## config.mk

```make
export PLATFORM = sky130hd
export DESIGN_NAME = cel_seq
export DESIGN_NICKNAME = d
export VERILOG_FILES = /design/src/hw/rtl/cel_pkg.sv /design/src/hw/rtl/cel_seq.sv
export SDC_FILE = /design/constraint.sdc
export NUM_CORES = 1
export LEC_CHECK = 0
export BUFFER_PORTS_ARGS = -buffer_cell sky130_fd_sc_hd__buf_2
export CAP_MARGIN = 40
export CELL_PAD_IN_SITES_DETAIL_PLACEMENT = 1
export CELL_PAD_IN_SITES_GLOBAL_PLACEMENT = 1
export CORE_MARGIN = 2
export CORE_UTILIZATION = 30
export CTS_BUF_LIST = sky130_fd_sc_hd__clkbuf_2 sky130_fd_sc_hd__clkbuf_4 sky130_fd_sc_hd__clkbuf_8
export DETAILED_ROUTE_END_ITERATION = 16
export PLACE_DENSITY_LB_ADDON = 0.3
export SLEW_MARGIN = 20
export SYNTH_ARGS = -nofsm -noshare
export SYNTH_HDL_FRONTEND = slang
export SYNTH_SLANG_ARGS = --single-unit
```

## constraint.sdc

```tcl
create_clock -name clk -period 2.8 [get_ports clk]
set_input_delay 0.28 -clock clk [delete_from_list [all_inputs] [get_ports clk]]
set_output_delay 0.28 -clock clk [all_outputs]
set_load 0.01 [all_outputs]
```

## src/hw/rtl/cel_pkg.sv

```systemverilog
`timescale 1ns / 1ps
`default_nettype none

package cel_pkg;

  // field widths
  localparam int DLEN_W  = 17;
  localparam int CODE_W  = 5;
  localparam int BTN_W   = 8;
  localparam int DELAY_W = 24;
  localparam int CFG_W   = 17;
  localparam int CIDX_W  = 2;

  // event byte layout
  localparam int EV_CMD_FLAG = 7;

  // input operation codes
  typedef enum logic [1:0] {
    OP_LOAD    = 2'd0,
    OP_RESTART = 2'd1,
    OP_FRAME   = 2'd2,
    OP_NONE    = 2'd3
  } op_t;

  // frame command codes
  typedef enum logic [1:0] {
    CMD_NONE  = 2'd0,
    CMD_RESET = 2'd1,
    CMD_POWER = 2'd2
  } cmd_t;

  // configuration register indexes
  typedef enum logic [CIDX_W-1:0] {
    CFG_DATA_LENGTH      = 2'd0,
    CFG_START_WITH_RESET = 2'd1,
    CFG_RESET_CODE       = 2'd2,
    CFG_POWER_CODE       = 2'd3
  } cfg_idx_t;

  // walker sequencer states
  typedef enum logic [3:0] {
    S_IDLE,
    S_CHECK,
    S_EV,
    S_DLY_REQ,
    S_DLY_DATA,
    S_FIX_REQ,
    S_FIX_DATA,
    S_COMMIT,
    S_FINISH
  } seq_state_t;

  // configuration bundle
  typedef struct packed {
    logic [DLEN_W-1:0] data_length;
    logic              start_with_reset;
    logic [CODE_W-1:0] reset_code;
    logic [CODE_W-1:0] power_code;
  } cfg_t;

  // request into the walker
  typedef struct packed {
    logic start;
    logic restart;
  } seq_ctrl_t;

  // one frame record
  typedef struct packed {
    logic [BTN_W-1:0] p1;
    logic [BTN_W-1:0] p2;
    logic [BTN_W-1:0] p3;
    logic [BTN_W-1:0] p4;
    cmd_t             cmd;
    logic             exhausted;
    logic             extra;
  } rec_t;

endpackage

`default_nettype wire

```

## src/hw/rtl/cel_seq.sv

```systemverilog
`timescale 1ns / 1ps
`default_nettype none

module cel_seq #(
  parameter int STORE_DEPTH = 65536
) (
  input  wire logic                           clk,
  input  wire logic                           rst_n,
  input  wire cel_pkg::seq_ctrl_t             ctrl,
  input  wire cel_pkg::cfg_t                  cfg,
  input  wire logic                           out_free,
  input  wire logic [cel_pkg::BTN_W-1:0]      rd_data,
  output logic                                rd_en,
  output logic      [$clog2(STORE_DEPTH)-1:0] rd_addr,
  output logic                                busy,
  output logic                                rec_push,
  output cel_pkg::rec_t                       rec
);

  localparam int AW = $clog2(STORE_DEPTH);
  localparam int PW = (AW + 1 > cel_pkg::DLEN_W) ? AW + 1 : cel_pkg::DLEN_W;
  localparam int BW = cel_pkg::BTN_W;
  localparam int DW = cel_pkg::DELAY_W;

  cel_pkg::seq_state_t state_r, state_nxt;
  logic [PW-1:0]       pos_r, pos_nxt;
  logic [BW-1:0]       btn_r [4];
  logic [BW-1:0]       btn_nxt [4];
  logic [DW-1:0]       frames_r, frames_nxt;
  logic [DW-1:0]       pdelay_r, pdelay_nxt;
  logic [BW-1:0]       pevent_r, pevent_nxt;
  logic                pvalid_r, pvalid_nxt;
  logic                first_r, first_nxt;
  logic                end_r, end_nxt;
  logic [BW-1:0]       pmask_r, pmask_nxt;
  cel_pkg::cmd_t       cmd_r, cmd_nxt;
  logic [BW-1:0]       ev_r, ev_nxt;
  logic [DW-1:0]       delay_r, delay_nxt;
  logic [1:0]          idx_r, idx_nxt;

  logic [PW-1:0] dlen_ext;
  logic [PW-1:0] depth_ext;
  logic [PW-1:0] limit;
  logic          fetch_ok;
  logic [1:0]    cnt;
  logic [BW-1:0] mask_now;

  // shared byte fetch unit: bound compare against the smaller of the data length and the store depth
  assign dlen_ext  = PW'(cfg.data_length);
  assign depth_ext = PW'(STORE_DEPTH);
  assign limit     = (dlen_ext < depth_ext) ? dlen_ext : depth_ext;
  assign fetch_ok  = (pos_r < limit);
  assign rd_addr   = pos_r[AW-1:0];

  assign cnt      = ev_r[6:5];
  assign mask_now = pmask_r | btn_r[2] | btn_r[3];
  assign busy     = (state_r != cel_pkg::S_IDLE);

  // frame record from the live state
  assign rec.p1        = btn_r[0];
  assign rec.p2        = btn_r[1];
  assign rec.p3        = btn_r[2];
  assign rec.p4        = btn_r[3];
  assign rec.cmd       = cmd_r;
  assign rec.exhausted = end_r;
  assign rec.extra     = (mask_now != '0);

  // state registers
  always_ff @(posedge clk) begin
    if (!rst_n) begin
      state_r  <= cel_pkg::S_IDLE;
      pos_r    <= '0;
      btn_r    <= '{default: '0};
      frames_r <= '0;
      pdelay_r <= '0;
      pevent_r <= '0;
      pvalid_r <= 1'b0;
      first_r  <= 1'b1;
      end_r    <= 1'b0;
      pmask_r  <= '0;
      cmd_r    <= cel_pkg::CMD_NONE;
    end else begin
      state_r  <= state_nxt;
      pos_r    <= pos_nxt;
      btn_r    <= btn_nxt;
      frames_r <= frames_nxt;
      pdelay_r <= pdelay_nxt;
      pevent_r <= pevent_nxt;
      pvalid_r <= pvalid_nxt;
      first_r  <= first_nxt;
      end_r    <= end_nxt;
      pmask_r  <= pmask_nxt;
      cmd_r    <= cmd_nxt;
    end
  end

  // event scratch registers
  always_ff @(posedge clk) begin
    ev_r    <= ev_nxt;
    delay_r <= delay_nxt;
    idx_r   <= idx_nxt;
  end

  // sequencer: next state and datapath
  always_comb begin
    state_nxt  = state_r;
    pos_nxt    = pos_r;
    btn_nxt    = btn_r;
    frames_nxt = frames_r;
    pdelay_nxt = pdelay_r;
    pevent_nxt = pevent_r;
    pvalid_nxt = pvalid_r;
    first_nxt  = first_r;
    end_nxt    = end_r;
    pmask_nxt  = pmask_r;
    cmd_nxt    = cmd_r;
    ev_nxt     = ev_r;
    delay_nxt  = delay_r;
    idx_nxt    = idx_r;
    rd_en      = 1'b0;
    rec_push   = 1'b0;

    unique case (state_r)
      cel_pkg::S_IDLE: begin
        if (ctrl.restart) begin
          pos_nxt    = '0;
          btn_nxt    = '{default: '0};
          frames_nxt = '0;
          pdelay_nxt = '0;
          pevent_nxt = '0;
          pvalid_nxt = 1'b0;
          first_nxt  = 1'b1;
          end_nxt    = 1'b0;
          pmask_nxt  = '0;
        end else if (ctrl.start) begin
          cmd_nxt   = (first_r && cfg.start_with_reset) ? cel_pkg::CMD_RESET
                                                        : cel_pkg::CMD_NONE;
          first_nxt = 1'b0;
          state_nxt = cel_pkg::S_CHECK;
        end
      end

      // event due test, apply pending event, fetch next event byte
      cel_pkg::S_CHECK: begin
        if (end_r || (pvalid_r && (pdelay_r != frames_r))) begin
          state_nxt = cel_pkg::S_FINISH;
        end else begin
          if (pvalid_r) begin
            if (pevent_r[cel_pkg::EV_CMD_FLAG]) begin
              if (pevent_r[4:0] == cfg.reset_code) begin
                cmd_nxt = cel_pkg::CMD_RESET;
              end
              if (pevent_r[4:0] == cfg.power_code) begin
                cmd_nxt = cel_pkg::CMD_POWER;
              end
            end else begin
              btn_nxt[pevent_r[4:3]] = btn_r[pevent_r[4:3]] ^ (BW'(1) << pevent_r[2:0]);
            end
          end
          if (!fetch_ok) begin
            end_nxt    = 1'b1;
            pvalid_nxt = 1'b0;
            state_nxt  = cel_pkg::S_FINISH;
          end else begin
            rd_en     = 1'b1;
            pos_nxt   = pos_r + PW'(1);
            state_nxt = cel_pkg::S_EV;
          end
        end
      end

      cel_pkg::S_EV: begin
        ev_nxt    = rd_data;
        delay_nxt = '0;
        idx_nxt   = '0;
        state_nxt = (rd_data[6:5] == 2'd0) ? cel_pkg::S_COMMIT : cel_pkg::S_DLY_REQ;
      end

      // little-endian delay bytes
      cel_pkg::S_DLY_REQ: begin
        if (idx_r == cnt) begin
          if ((delay_r == '0) && ((cnt == 2'd1) || (cnt == 2'd2))) begin
            state_nxt = cel_pkg::S_FIX_REQ;
          end else begin
            state_nxt = cel_pkg::S_COMMIT;
          end
        end else if (!fetch_ok) begin
          end_nxt    = 1'b1;
          pvalid_nxt = 1'b0;
          state_nxt  = cel_pkg::S_FINISH;
        end else begin
          rd_en     = 1'b1;
          pos_nxt   = pos_r + PW'(1);
          state_nxt = cel_pkg::S_DLY_DATA;
        end
      end

      cel_pkg::S_DLY_DATA: begin
        unique case (idx_r)
          2'd0:    delay_nxt[7:0]   = rd_data;
          2'd1:    delay_nxt[15:8]  = rd_data;
          default: delay_nxt[23:16] = rd_data;
        endcase
        idx_nxt   = idx_r + 2'd1;
        state_nxt = cel_pkg::S_DLY_REQ;
      end

      // legacy zero-delay fix byte
      cel_pkg::S_FIX_REQ: begin
        if (!fetch_ok) begin
          end_nxt    = 1'b1;
          pvalid_nxt = 1'b0;
          state_nxt  = cel_pkg::S_FINISH;
        end else begin
          rd_en     = 1'b1;
          pos_nxt   = pos_r + PW'(1);
          state_nxt = cel_pkg::S_FIX_DATA;
        end
      end

      cel_pkg::S_FIX_DATA: begin
        delay_nxt = (cnt == 2'd1) ? {8'd0, rd_data, 8'd0} : {rd_data, 16'd0};
        state_nxt = cel_pkg::S_COMMIT;
      end

      cel_pkg::S_COMMIT: begin
        if (pvalid_r) begin
          frames_nxt = '0;
        end
        pevent_nxt = ev_r;
        pdelay_nxt = delay_r;
        pvalid_nxt = 1'b1;
        state_nxt  = cel_pkg::S_CHECK;
      end

      // hand the record over once the output register is free
      cel_pkg::S_FINISH: begin
        if (out_free) begin
          rec_push  = 1'b1;
          pmask_nxt = mask_now;
          if (!end_r) begin
            frames_nxt = frames_r + DW'(1);
          end
          state_nxt = cel_pkg::S_IDLE;
        end
      end

      default: begin
        state_nxt = cel_pkg::S_IDLE;
      end
    endcase
  end

endmodule

`default_nettype wire

```

==> metrics <==
status=finished, final reports clean; layout cells sized above 1=0.212; Synth top area share=0.302; Critical Path Sink Type=primary output; period utilization=0.953; Initial Utilization=0.306; synth unique cells=63; Post-synth top cells=dfxtp_1 (120), nand2_1 (99), a21oi_1 (66), nand3_1 (54), nor2_1 (53); Iteration-0 DRC Markers=roughly 380; Core Region=approximately 26000 um^2; n_diodes=0; Hold Vio Cnt, Final=0; CTS Hold Bufs=0; Seq pwr share=0.461; total gr overflow=0; RePlAce Congestion=0.802; synthesized area=between 7000 and 8000 um^2; EDFF count, synth=34; Post-Route WL=around 23 mm; Seq/Total Area, Yosys=0.430; FMAX=0.375 GHz; most instantiated library cell after synthesis=dfxtp_1; slowest stage delay, CP=about 330 ps; Mapped Cells=between 800 and 900; WHS=72.3 ps; yosys synthesis warning count=0; Syn Area/Cell=9.15 um^2; worst min path class=primary input to flop; Die Ht=167 um; row cnt=59; nets=just over 1000; clock-pin slew on the worst setup and hold paths=100 ps; Lkg Pwr=3.57 nW; Setup Skew=19.8 ps; critical path peak fanout=5; CP arrival=2390 ps; router iterations before antenna repair=4; Comb pwr share=0.215; first-pass GRT wire length=between 30 and 40 mm; initial antenna violation count=0; CTS buffer count=17; global-route usage over all layers=0.170; top cells by area, synth=dfxtp_1 (30%), edfxtp_1 (13%), nand2_1 (4.7%), a21oi_1 (4.1%), xor2_1 (4.0%); Slew Limit Headroom=0.428; Vias=6694; Residual DRC=0; Area growth syn-to-layout=16.0%; H-tree depth=4; CP Launch Point=pos_r[6]; Synth Register Bits=around 150; Yosys top cell by area=dfxtp_1; DP Wirelength=~17 mm; power density over cell area=between 600 and 700 nW/um^2; clk buf depth=2; Max Cap Viol=0; Max IR drop VDD=0.293 mV; # setup viols final=0; Psw=1.94 mW; worst path required time=2520 ps; worst-margin pin slew=858 ps; Sw Share=0.344; startpoint types=flop; I/O Buffers=95; drt wl/cell=17.8 um; slowest CP cell=dfxtp_1; pin count of the biggest net entering global routing=42; Clock power frac=0.323; Setup CP Type=flop to primary output; Slew Limit Fails=0; minimum clock period=~2700 ps; async set-reset flop share out of synthesis=0; CTS tree=built; Syn Nets=933; Routed Antenna Nets=0; TNS Setup=0 ps; FF-to-FF setup slack=170 ps; num ports=96; worst-path cell chain=ha_1, a211oi_1, o21ai_0, o211ai_1, nand2_2, nor2_1, buf_2; Avg Vias per Cell=5.12; Die Width=167 um; Die ar.=about 28000 um^2; unrepaired setup endpoints after global routing=false; worst-skew pair later-pin latency=460 ps; Clock Sink Count=154; CTS Root Cell=clkbuf_8; hold_sp=rd_data[0]; Cell Int Power=3.70 mW; top_reg_cell synth=dfxtp_1; number of global-route vias before repair=6861; reg-to-reg startpoint=frames_r[3]
==> per-layer routing <==
metal | vias to the layer above | wire [um] | GRT usage
li1 | 3298 | - | -
met1 | 3279 | 11200 | 0.229
met2 | 101 | 11000 | 0.282
met3 | 16 | 757 | 0.0276
met4 | 0 | 247 | 0.0454
met5 | - | 0 | 0
==> layout by cell type (no fill, tap or decap), drive strengths merged, types with 34 or more instances in the layout <==
master / count
nand2: 99
nand3: 54
edfxtp: 34
nor2: 53
and2: 40
buf: 135
dfxtp: 120
xor2: 36
inv: 40
a21oi: 68
==> per-stage QoR <==
step | setup slack [ps] | total power [mW] | utilization | area (um^2) | std cells
2_1_floorplan | 241 | 3.43 | - | 7970 | 871
3_3_place_gp | 97.3 | 3.84 | 0.336 | 8770 | 1271
3_5_place_dp | 22.1 | 3.86 | 0.337 | 8780 | 1272
4_1_cts | 28.5 | 5.70 | 0.353 | 9210 | 1305
5_1_grt | 0.282 | 5.94 | 0.355 | 9240 | 1307
6_report | 131 | 5.64 | 0.355 | 9240 | 1307
==> power groups by stage <==
| stage | clock network [mW] | registers (mW) | logic (mW) |
|---|---|---|---|
| final | 1.82 | 2.60 | 1.21 |
| after global routing | 1.96 | 2.62 | 1.35 |
| after CTS | 1.87 | 2.60 | 1.22 |
| after detailed placement | 0 | 2.65 | 1.20 |
| after global placement | 0 | 2.65 | 1.19 |
| after floorplan | 0 | 2.60 | 0.829 |
==> timing repair <==
item                                    CTS  global route
hold endpoints to repair                  0             0
pin swaps                                 1             2
gates resized for setup                   3             5
buffers inserted                          1             2
endpoints found under the setup margin    1             1
==> flip-flops by register name, indices dropped and copies added (netlist names) <==
signal,flops
cmd_r,2
delay_r,24
end_r,1
ev_r,8
first_r,1
frames_r,24
idx_r,2
pdelay_r,24
pevent_r,6
pmask_r,8
pos_r,17
pvalid_r,1
rec,32
state_r,4
==> layout make-up <==
class / instances / area (um^2)
Tap cell: 335 / 419
Sequential cell: 154 / 3430
Multi-Input combinational cell: 621 / 4100
Clock buffer: 17 / 234
Timing Repair Buffer: 135 / 776
Clock inverter: 15 / 178
Inverter: 30 / 113
Fill cell: 3073 / 16800
==> logic make-up after synthesis <==
kind of cell    after synthesis  synth area share
compound gates              187             0.168
xor+xnor                     60            0.0660
fa+ha+maj                    21            0.0330
buf+inv                      96            0.0603
flops                       154             0.430
mux                           9            0.0239
simple gates                344             0.219
==> worst paths after layout <==
kind / depth (start not counted) / to
worst max-delay path: 7 / rd_en
worst min-delay path: 1 / ev_r[0]
worst max register to register: 7 / pos_r[9]
worst min register to register: 2 / pmask_r[1]
==> critical path: cells and delay by family (launching register included) <==
| kind | cells | cell delay (ps) |
|---|---|---|
| buf+inv | 1 | 170 |
| simple gates | 2 | 380 |
| fa+ha+maj | 1 | 320 |
| flops | 1 | 330 |
| compound gates | 3 | 720 |
(Power assumes the default switching activity.)
